### src/assert_macros.svh
`ifndef ASSERT_MACROS_SVH
`define ASSERT_MACROS_SVH

// same-cycle implication, disabled during reset
`define NPS_ASSERT_IMPL(label, clk, rst_n, ante, cons) \
    label: assert property (@(posedge clk) disable iff (!(rst_n)) (ante) |-> (cons)) \
        else $error("assertion failed");

// next-cycle implication, disabled during reset
`define NPS_ASSERT_NEXT(label, clk, rst_n, ante, cons) \
    label: assert property (@(posedge clk) disable iff (!(rst_n)) (ante) |=> (cons)) \
        else $error("assertion failed");

`endif

### src/nps_pkg.sv
package nps_pkg;

    localparam int MAX_PROCESSES_DEF = 16;
    localparam int TIME_W            = 21;
    localparam int ARR_W             = 16;
    localparam int BURST_W           = 16;
    localparam int PRIO_W            = 8;
    localparam int JOBNUM_W          = 5;
    localparam int PADDR_W           = 3;
    localparam int PDATA_W           = 32;

    localparam logic [TIME_W-1:0]  TIME_MAX     = {TIME_W{1'b1}};
    localparam logic [PADDR_W-1:0] CFG_ADDR_HNF = 3'd0;

    typedef struct packed {
        logic [ARR_W-1:0]   arrival_time;
        logic [BURST_W-1:0] burst_time;
        logic [PRIO_W-1:0]  job_priority;
        logic               last_job;
    } t_in_item;

    typedef struct packed {
        logic [JOBNUM_W-1:0] job_number;
        logic [TIME_W-1:0]   start_time;
        logic [TIME_W-1:0]   finish_time;
        logic                final_entry;
        logic                capacity_overflow;
    } t_out_item;

    typedef struct packed {
        logic [ARR_W-1:0]   arrival_time;
        logic [BURST_W-1:0] burst_time;
        logic [PRIO_W-1:0]  job_priority;
    } t_job;

    localparam int JOB_W = $bits(t_job);

    typedef struct packed {
        logic load;
        logic rd_en;
        logic commit;
        logic advance;
        logic last_emit;
    } t_ctl_cmd;

    typedef struct packed {
        logic best_found;
        logic out_free;
    } t_dp_status;

endpackage

### src/nps_ram.sv
module nps_ram #(
    parameter int WIDTH = nps_pkg::JOB_W,
    parameter int DEPTH = nps_pkg::MAX_PROCESSES_DEF
) (
    input  logic                                  i_clk,
    input  logic                                  i_wr_en,
    input  logic [(DEPTH > 1 ? $clog2(DEPTH) : 1)-1:0] i_wr_addr,
    input  logic [WIDTH-1:0]                      i_wr_data,
    input  logic                                  i_rd_en,
    input  logic [(DEPTH > 1 ? $clog2(DEPTH) : 1)-1:0] i_rd_addr,
    output logic [WIDTH-1:0]                      o_rd_data
);

    logic [WIDTH-1:0] r_mem [DEPTH];

    always_ff @(posedge i_clk) begin
        if (i_wr_en) begin
            r_mem[i_wr_addr] <= i_wr_data;
        end
        if (i_rd_en) begin
            o_rd_data <= r_mem[i_rd_addr];
        end
    end

endmodule

### src/nps_ctrl.sv
`include "assert_macros.svh"

module nps_ctrl #(
    parameter int MAX_PROCESSES = nps_pkg::MAX_PROCESSES_DEF,
    localparam int IDX_W = (MAX_PROCESSES > 1) ? $clog2(MAX_PROCESSES) : 1,
    localparam int CNT_W = $clog2(MAX_PROCESSES + 1)
) (
    input  logic               i_clk,
    input  logic               i_rst_n,
    input  logic               i_in_valid,
    input  logic               i_last_job,
    output logic               o_in_ready,
    input  logic [CNT_W-1:0]   i_count,
    input  nps_pkg::t_dp_status i_status,
    output nps_pkg::t_ctl_cmd  o_cmd,
    output logic [IDX_W-1:0]   o_rd_idx
);

    typedef enum logic [1:0] {
        S_IDLE,
        S_SCAN,
        S_WAIT,
        S_DECIDE
    } t_state;

    t_state            r_state, n_state;
    logic [IDX_W-1:0]  r_idx, n_idx;
    logic [CNT_W-1:0]  r_emit_cnt, n_emit_cnt;
    logic              w_in_acc;
    logic              w_scan_end;
    logic              w_last_emit;

    assign w_in_acc    = i_in_valid && o_in_ready;
    assign w_scan_end  = (CNT_W'(r_idx) + CNT_W'(1)) == i_count;
    assign w_last_emit = (r_emit_cnt + CNT_W'(1)) == i_count;
    assign o_in_ready  = (r_state == S_IDLE);
    assign o_rd_idx    = r_idx;

    always_comb begin
        n_state        = r_state;
        n_idx          = r_idx;
        n_emit_cnt     = r_emit_cnt;
        o_cmd          = '0;
        o_cmd.last_emit = w_last_emit;
        case (r_state)
            S_IDLE: begin
                if (w_in_acc) begin
                    o_cmd.load = 1'b1;
                    if (i_last_job) begin
                        n_state    = S_SCAN;
                        n_idx      = '0;
                        n_emit_cnt = '0;
                    end
                end
            end
            S_SCAN: begin
                o_cmd.rd_en = 1'b1;
                if (w_scan_end) begin
                    n_state = S_WAIT;
                end else begin
                    n_idx = r_idx + IDX_W'(1);
                end
            end
            S_WAIT: begin
                n_state = S_DECIDE;
            end
            S_DECIDE: begin
                if (i_status.best_found) begin
                    if (i_status.out_free) begin
                        o_cmd.commit = 1'b1;
                        n_emit_cnt   = r_emit_cnt + CNT_W'(1);
                        n_idx        = '0;
                        n_state      = w_last_emit ? S_IDLE : S_SCAN;
                    end
                end else begin
                    o_cmd.advance = 1'b1;
                    n_idx         = '0;
                    n_state       = S_SCAN;
                end
            end
            default: begin
                n_state = S_IDLE;
            end
        endcase
    end

    always_ff @(posedge i_clk) begin
        if (!i_rst_n) begin
            r_state    <= S_IDLE;
            r_idx      <= '0;
            r_emit_cnt <= '0;
        end else begin
            r_state    <= n_state;
            r_idx      <= n_idx;
            r_emit_cnt <= n_emit_cnt;
        end
    end

    `NPS_ASSERT_IMPL(a_scan_in_range, i_clk, i_rst_n,
        r_state == S_SCAN, CNT_W'(r_idx) < i_count)
    `NPS_ASSERT_IMPL(a_emit_below_count, i_clk, i_rst_n,
        r_state != S_IDLE, r_emit_cnt < i_count)

endmodule

### src/nps_dp.sv
`include "assert_macros.svh"

module nps_dp #(
    parameter int MAX_PROCESSES = nps_pkg::MAX_PROCESSES_DEF,
    localparam int IDX_W = (MAX_PROCESSES > 1) ? $clog2(MAX_PROCESSES) : 1,
    localparam int CNT_W = $clog2(MAX_PROCESSES + 1)
) (
    input  logic                 i_clk,
    input  logic                 i_rst_n,
    input  logic                 i_higher_number_first,
    input  nps_pkg::t_in_item    i_in_data,
    input  nps_pkg::t_ctl_cmd    i_cmd,
    input  logic [IDX_W-1:0]     i_rd_idx,
    output nps_pkg::t_dp_status  o_status,
    output logic [CNT_W-1:0]     o_count,
    output logic                 o_out_valid,
    input  logic                 i_out_ready,
    output nps_pkg::t_out_item   o_out_data
);

    localparam int TIME_W = nps_pkg::TIME_W;

    nps_pkg::t_job             w_wr_job;
    nps_pkg::t_job             w_rd_job;
    logic                      w_wr_en;
    logic [CNT_W-1:0]          r_count;
    logic                      r_ovf;
    logic [MAX_PROCESSES-1:0]  r_done;
    logic [TIME_W-1:0]         r_time;
    logic                      r_rd_vld;
    logic [IDX_W-1:0]          r_rd_idx;

    logic                      r_best_found;
    logic [IDX_W-1:0]          r_best_idx;
    logic [nps_pkg::PRIO_W-1:0]  r_best_prio;
    logic [nps_pkg::ARR_W-1:0]   r_best_arr;
    logic [nps_pkg::BURST_W-1:0] r_best_burst;
    logic                      r_soon_found;
    logic [nps_pkg::ARR_W-1:0]   r_soon;

    logic                      r_out_vld;
    nps_pkg::t_out_item        r_out;

    logic                      w_first;
    logic                      w_pending;
    logic                      w_ready;
    logic                      w_better;
    logic                      w_take_best;
    logic                      w_take_soon;
    logic [TIME_W:0]           w_sum;
    logic [TIME_W-1:0]         w_finish;
    logic [IDX_W:0]            w_num;

    assign w_wr_en  = i_cmd.load && (r_count < CNT_W'(MAX_PROCESSES));
    assign w_wr_job = '{arrival_time: i_in_data.arrival_time,
                        burst_time:   i_in_data.burst_time,
                        job_priority: i_in_data.job_priority};

    nps_ram #(
        .WIDTH (nps_pkg::JOB_W),
        .DEPTH (MAX_PROCESSES)
    ) u_job_ram (
        .i_clk     (i_clk),
        .i_wr_en   (w_wr_en),
        .i_wr_addr (r_count[IDX_W-1:0]),
        .i_wr_data (w_wr_job),
        .i_rd_en   (i_cmd.rd_en),
        .i_rd_addr (i_rd_idx),
        .o_rd_data (w_rd_job)
    );

    assign w_first   = (r_rd_idx == '0);
    assign w_pending = !r_done[r_rd_idx];
    assign w_ready   = w_pending && (TIME_W'(w_rd_job.arrival_time) <= r_time);
    assign w_better  = (i_higher_number_first ? (w_rd_job.job_priority > r_best_prio)
                                              : (w_rd_job.job_priority < r_best_prio))
                    || ((w_rd_job.job_priority == r_best_prio)
                        && (w_rd_job.arrival_time < r_best_arr));
    assign w_take_best = r_rd_vld && w_ready && (w_first || !r_best_found || w_better);
    assign w_take_soon = r_rd_vld && w_pending
                      && (w_first || !r_soon_found || (w_rd_job.arrival_time < r_soon));

    assign w_sum    = {1'b0, r_time} + (TIME_W + 1)'(r_best_burst);
    assign w_finish = w_sum[TIME_W] ? nps_pkg::TIME_MAX : w_sum[TIME_W-1:0];
    assign w_num    = {1'b0, r_best_idx} + (IDX_W + 1)'(1);

    assign o_status.best_found = r_best_found;
    assign o_status.out_free   = !r_out_vld || i_out_ready;
    assign o_count     = r_count;
    assign o_out_valid = r_out_vld;
    assign o_out_data  = r_out;

    always_ff @(posedge i_clk) begin
        if (!i_rst_n) begin
            r_count      <= '0;
            r_ovf        <= 1'b0;
            r_done       <= '0;
            r_time       <= '0;
            r_rd_vld     <= 1'b0;
            r_best_found <= 1'b0;
            r_soon_found <= 1'b0;
            r_out_vld    <= 1'b0;
        end else begin
            r_rd_vld <= i_cmd.rd_en;
            if (i_cmd.commit) begin
                r_out_vld <= 1'b1;
            end else if (o_out_valid && i_out_ready) begin
                r_out_vld <= 1'b0;
            end
            if (i_cmd.load) begin
                if (w_wr_en) begin
                    r_count <= r_count + CNT_W'(1);
                end else begin
                    r_ovf <= 1'b1;
                end
            end
            if (r_rd_vld) begin
                if (w_first) begin
                    r_best_found <= w_ready;
                    r_soon_found <= w_pending;
                end else begin
                    r_best_found <= r_best_found || w_ready;
                    r_soon_found <= r_soon_found || w_pending;
                end
            end
            if (i_cmd.advance) begin
                r_time <= TIME_W'(r_soon);
            end
            if (i_cmd.commit) begin
                if (i_cmd.last_emit) begin
                    r_count <= '0;
                    r_ovf   <= 1'b0;
                    r_done  <= '0;
                    r_time  <= '0;
                end else begin
                    r_done[r_best_idx] <= 1'b1;
                    r_time             <= w_finish;
                end
            end
        end
    end

    always_ff @(posedge i_clk) begin
        r_rd_idx <= i_rd_idx;
        if (w_take_best) begin
            r_best_idx   <= r_rd_idx;
            r_best_prio  <= w_rd_job.job_priority;
            r_best_arr   <= w_rd_job.arrival_time;
            r_best_burst <= w_rd_job.burst_time;
        end
        if (w_take_soon) begin
            r_soon <= w_rd_job.arrival_time;
        end
        if (i_cmd.commit) begin
            r_out.job_number        <= nps_pkg::JOBNUM_W'(w_num);
            r_out.start_time        <= r_time;
            r_out.finish_time       <= w_finish;
            r_out.final_entry       <= i_cmd.last_emit;
            r_out.capacity_overflow <= r_ovf;
        end
    end

    `NPS_ASSERT_IMPL(a_count_bound, i_clk, i_rst_n,
        1'b1, r_count <= CNT_W'(MAX_PROCESSES))
    `NPS_ASSERT_IMPL(a_commit_pending, i_clk, i_rst_n,
        i_cmd.commit, !r_done[r_best_idx] && o_status.out_free)
    `NPS_ASSERT_NEXT(a_set_cleared, i_clk, i_rst_n,
        i_cmd.commit && i_cmd.last_emit, (r_count == '0) && (r_done == '0) && !r_ovf)

endmodule

### src/nonpreemptive_priority_scheduler.sv
// Channel  | Handshake                     | Payload
// input    | i_in_valid / o_in_ready       | i_in_data  (nps_pkg::t_in_item)
// output   | o_out_valid / i_out_ready     | o_out_data (nps_pkg::t_out_item)
// config   | psel, penable, pwrite, pready | paddr, pwdata, prdata
//
// Jobs load only while idle; o_in_ready is low while a set is being scheduled.
// Each result comes from a scan with one job-table RAM read per stored entry,
// then a compare state and a decision state. An idle gap adds another scan.
// A result waits in the output register while the next decision is scanned;
// a full output register holds the decision. Reset is synchronous, active low.
module nonpreemptive_priority_scheduler #(
    parameter int MAX_PROCESSES = nps_pkg::MAX_PROCESSES_DEF
) (
    input  logic                           i_clk,
    input  logic                           i_rst_n,
    input  logic                           i_in_valid,
    output logic                           o_in_ready,
    input  nps_pkg::t_in_item              i_in_data,
    output logic                           o_out_valid,
    input  logic                           i_out_ready,
    output nps_pkg::t_out_item             o_out_data,
    input  logic                           psel,
    input  logic                           penable,
    input  logic                           pwrite,
    input  logic [nps_pkg::PADDR_W-1:0]    paddr,
    input  logic [nps_pkg::PDATA_W-1:0]    pwdata,
    output logic [nps_pkg::PDATA_W-1:0]    prdata,
    output logic                           pready
);

    localparam int IDX_W = (MAX_PROCESSES > 1) ? $clog2(MAX_PROCESSES) : 1;
    localparam int CNT_W = $clog2(MAX_PROCESSES + 1);

    logic                r_higher_number_first;
    nps_pkg::t_ctl_cmd   w_cmd;
    nps_pkg::t_dp_status w_status;
    logic [IDX_W-1:0]    w_rd_idx;
    logic [CNT_W-1:0]    w_count;
    logic                w_hnf_sel;

    assign pready    = 1'b1;
    assign w_hnf_sel = (paddr == nps_pkg::CFG_ADDR_HNF);
    assign prdata    = w_hnf_sel ? nps_pkg::PDATA_W'(r_higher_number_first) : '0;

    always_ff @(posedge i_clk) begin
        if (!i_rst_n) begin
            r_higher_number_first <= 1'b0;
        end else if (psel && penable && pwrite && pready && w_hnf_sel) begin
            r_higher_number_first <= pwdata[0];
        end
    end

    nps_ctrl #(
        .MAX_PROCESSES (MAX_PROCESSES)
    ) u_ctrl (
        .i_clk      (i_clk),
        .i_rst_n    (i_rst_n),
        .i_in_valid (i_in_valid),
        .i_last_job (i_in_data.last_job),
        .o_in_ready (o_in_ready),
        .i_count    (w_count),
        .i_status   (w_status),
        .o_cmd      (w_cmd),
        .o_rd_idx   (w_rd_idx)
    );

    nps_dp #(
        .MAX_PROCESSES (MAX_PROCESSES)
    ) u_dp (
        .i_clk                 (i_clk),
        .i_rst_n               (i_rst_n),
        .i_higher_number_first (r_higher_number_first),
        .i_in_data             (i_in_data),
        .i_cmd                 (w_cmd),
        .i_rd_idx              (w_rd_idx),
        .o_status              (w_status),
        .o_count               (w_count),
        .o_out_valid           (o_out_valid),
        .i_out_ready           (i_out_ready),
        .o_out_data            (o_out_data)
    );

endmodule
### config.mk
export PLATFORM = sky130hd
export DESIGN_NAME = nonpreemptive_priority_scheduler
export DESIGN_NICKNAME = d
export VERILOG_FILES = /design/src/nps_pkg.sv /design/src/nps_ram.sv /design/src/nps_ctrl.sv /design/src/nps_dp.sv /design/src/nonpreemptive_priority_scheduler.sv
export VERILOG_INCLUDE_DIRS = /design/src /design/src/src
export SDC_FILE = /design/constraint.sdc
export NUM_CORES = 1
export LEC_CHECK = 0
export ABC_AREA = 0
export CORE_ASPECT_RATIO = 1.1
export CORE_MARGIN = 8
export CORE_UTILIZATION = 50
export DETAILED_ROUTE_END_ITERATION = 10
export DONT_BUFFER_PORTS = 1
export PLACE_DENSITY = 0.67
export SYNTH_ARGS = -nofsm -noshare
export SYNTH_HDL_FRONTEND = slang
export SYNTH_HIERARCHICAL = 1
export SYNTH_SLANG_ARGS = --single-unit
### constraint.sdc
create_clock -name i_clk -period 7.8 [get_ports i_clk]
set_clock_uncertainty 0.05 [all_clocks]
set_input_delay 2.34 -clock i_clk [delete_from_list [all_inputs] [get_ports i_clk]]
set_output_delay 2.34 -clock i_clk [all_outputs]
set_load 0.03 [all_outputs]
==> summary.md <==
| Metric | Value |
|---|---|
| Result of the run | completed |
| Top Layer Used | met4 |
| Fillers | 5121 |
| # nets final | between 2000 and 2500 |
| Worst-Skew Late Latency | approximately 0.65 ns |
| First-pass GRT wire length | ~110000 um |
| Core area | ~0.069 mm^2 |
| Via count | about 17000 |
| Post-DP Area | 0.03557 mm^2 |
| Max Cap Viol | 0 |
| Share of cells above drive strength 1 | 15.11% |
| Critical Path Slowest Stage Cell | and2_2 |
| Setup TNS | 0 ns |
| CTS root buf | clkbuf_16 |
| Largest stage delay, worst path | roughly 0.26 ns |
| Cell Chain, Critical Path | nor3_2 > and2_2 |
| Die span in y | roughly 290 um |
| Final setup fails | 0 |
| EDFF count, synth | about 790 |
| CP Max Fanout | 2 |
| Number of global-route vias before repair | 17890 |
| Clock-pin slew on the worst setup and hold paths | around 0.060 ns |
| I/O Buffers | 0 |
| Launching element type of the critical path | input pin |
| GRT overflow | 0 |
| Worst vdd ir | between 150 and 200 uV |
| Rows | ~100 |
| Total track usage | 18.50% |
| Most common cell in the netlist | edfxtp_1 |
| Met2 wire length | approximately 36000 um |
| Clock Sinks | ~850 |
| WL per Instance | approximately 25 um |
| CTS buffer count | 86 |
| Inst Count DP | roughly 2800 |
| Netlist cell types | between 70 and 80 |
| Starting Density | 50.33% |
| Post-CTS Resized | 0 |
| Hold buffer count at CTS | 0 |
| Die Area | between 0.07 and 0.08 mm^2 |
| DRT met1 WL | approximately 30000 um |
| Critical Path RT | around 5.4 ns |
| Final Cycle Share | between 60% and 70% |
| TritonCTS clock tree | yes |
| Drc violations | 0 |
| P&R area growth vs syn | 11.01% |
| Routability cong. | around 0.87 |
| Worst Path Buf+Inv | 0 |
| Min Clock Period, post-route | slightly above 5 ns |
| Largest net degree at the start of global routing | between 70 and 80 |
| Final Slew Violations | 0 |
| # diodes | 0 |
| Relative slew slack | between 15 and 20% |
| Drt via density | roughly 5.9 |
| DRT Pass-1 Iters | 8 |
| Register area share after synthesis | 71.99% |
| Final Cell Area | 0.03848 mm^2 |
| Hold Fails Final Rpt | 0 |
| Yosys warning count | 6 |
| Power density over cell area | 285.5 mW/mm^2 |
| Ys flop type | edfxtp_1 |
| DR iter-0 viols | between 1500 and 2000 |
| DRT Wirelength | about 73000 um |
| Postcts setup bufs | 0 |
| Met3 Routed Length | approximately 4700 um |
| Asr flop ratio synth | 0% |
| Synth Cell Area | between 0.03 and 0.04 mm^2 |
| Post-Synthesis Cells | approximately 1900 |
| H-tree depth | 3 |
| P_leak | 12.64 nW |
| Crit path arrival time | 2.77 ns |
| Worst Tran Pin Value | around 1.3 ns |
| Power Total | between 10 and 15 mW |
| Die Wd | around 270 um |
| Yosys top cell area share | 68.35% |
| Min Hold Slack | 0.3672 ns |
| Top Ports | between 150 and 200 |
| Fmax | approximately 0.19 GHz |
| Post-layout util | between 50% and 60% |
| #FFs+latches synth | between 800 and 900 |
| Longest Clk Path Bufs | 3 |
| Non-filler cells, final | between 2000 and 3000 |
| Largest area contributor in the netlist | edfxtp_1 |
| Area contributors post-synth | edfxtp_1, mux4_2, mux4_1 |
| Worst Setup End Kind | primary output |
| Initial antenna violation count | 0 |
| Commonest cells post-synth | edfxtp_1, nand2_1, mux4_2 |
| Crit path kind | input pin to primary output |
| Post-Syn Area per Cell | 18.26 um^2 |
| Hold Path Class | register to register |
| Worst setup margin | 2.635 ns |
| CP top delay family | simple AND/OR/NAND/NOR gates |
| Final ANT Viol Nets | 0 |
| Pre-CTS setup slack | approximately 2.4 ns |
| RSZ-0062 raised after global routing | no |
| Post-detail-place hpwl | roughly 42000 um |
layout by cell type (no fill, tap or decap), types with 7 or more instances in the layout:
cell,count
a211oi_1,10
a21o_1,14
a21oi_1,60
a22oi_1,82
a31oi_1,19
buf_4,28
bufinv_16,11
clkbuf_1,17
clkbuf_16,87
clkinv_1,16
clkinv_2,13
conb_1,32
dfxtp_1,61
edfxtp_1,789
ha_1,80
inv_1,69
mux2i_1,9
mux4_1,64
mux4_2,101
nand2_1,109
nand2b_1,10
nand3_1,15
nand4_1,14
nor2_1,63
nor2_4,13
nor2b_1,15
nor3_1,9
o211ai_1,9
o21a_1,7
o21ai_0,37
xnor2_1,16
xor2_1,16
where the power goes:
part | switching (mW) | total, mW | internal (mW)
clock network | 1.74 | 4.19 | 2.45
logic | 0.711 | 1.29 | 0.577
registers | 0.195 | 5.51 | 5.31
total | 2.64 | 11.0 | 8.34
sequential cells by signal (all words and copies together) (netlist names), 2 cells and up:
| register | flops |
|---|---|
| u_ctrl/r_emit_cnt | 5 |
| u_dp/r_best_prio | 8 |
| u_dp/o_out_data | 49 |
| u_dp/r_best_arr | 16 |
| u_dp/u_job_ram/r_mem | 640 |
| u_ctrl/r_state | 2 |
| u_dp/r_best_idx | 4 |
| u_dp/r_done | 16 |
| u_dp/o_count | 5 |
| u_dp/r_rd_idx | 4 |
| u_dp/r_soon | 16 |
| u_dp/r_time | 21 |
| u_ctrl/o_rd_idx | 4 |
| u_dp/r_best_burst | 16 |
| u_dp/u_job_ram/o_rd_data | 40 |
layer usage:
metal / up-vias / global-route usage, %
li1: 7659 / -
met1: 8963 / 24.19
met2: 576 / 30.82
met3: 134 / 3.997
met4: 0 / 5.921
met5: - / 0
cell type report:
type	count	area [um^2]	share of cell area [%]
flip-flops and latches	852	24960	64.87
multi-input cells	896	8955	23.27
clock buffers	105	2255	5.860
well taps	927	1160	3.014
clock inverters	53	654.4	1.701
inverters	70	262.8	0.6829
repair buffers	29	230.2	0.5983
path summary, 6_finish.rpt:
path	start	to	slack, ns	cells after the start
worst max register to register	u_ctrl/r_state[0]$_SDFFE_PN0P_	u_dp/u_job_ram/r_mem[0][23]$_DFFE_PP_	3.66	7
worst min register to register	u_dp/u_job_ram/o_rd_data[14]$_DFFE_PP_	u_dp/r_best_burst[6]$_DFFE_PP_	0.37	0
worst max-delay path	paddr[1]	prdata[0]	2.64	2
worst min-delay path	u_dp/u_job_ram/o_rd_data[14]$_DFFE_PP_	u_dp/r_best_burst[6]$_DFFE_PP_	0.37	0
kinds of logic (layout without fill, tap and decap cells):
group | after synthesis | count (layout) | synth area share [%]
adders and majority gates | 82 | 82 | 2.982
and+or+nand+nor | 289 | 289 | 3.891
muxes | 176 | 176 | 11.74
other | 2 | 32 | 0.02167
AOI/OAI and AO/OA | 285 | 285 | 5.620
xor gates and xnor gates | 32 | 32 | 0.8085
buffers and inverters | 180 | 257 | 2.949
DFF | 852 | 852 | 71.99
(Power assumes the default switching activity.)
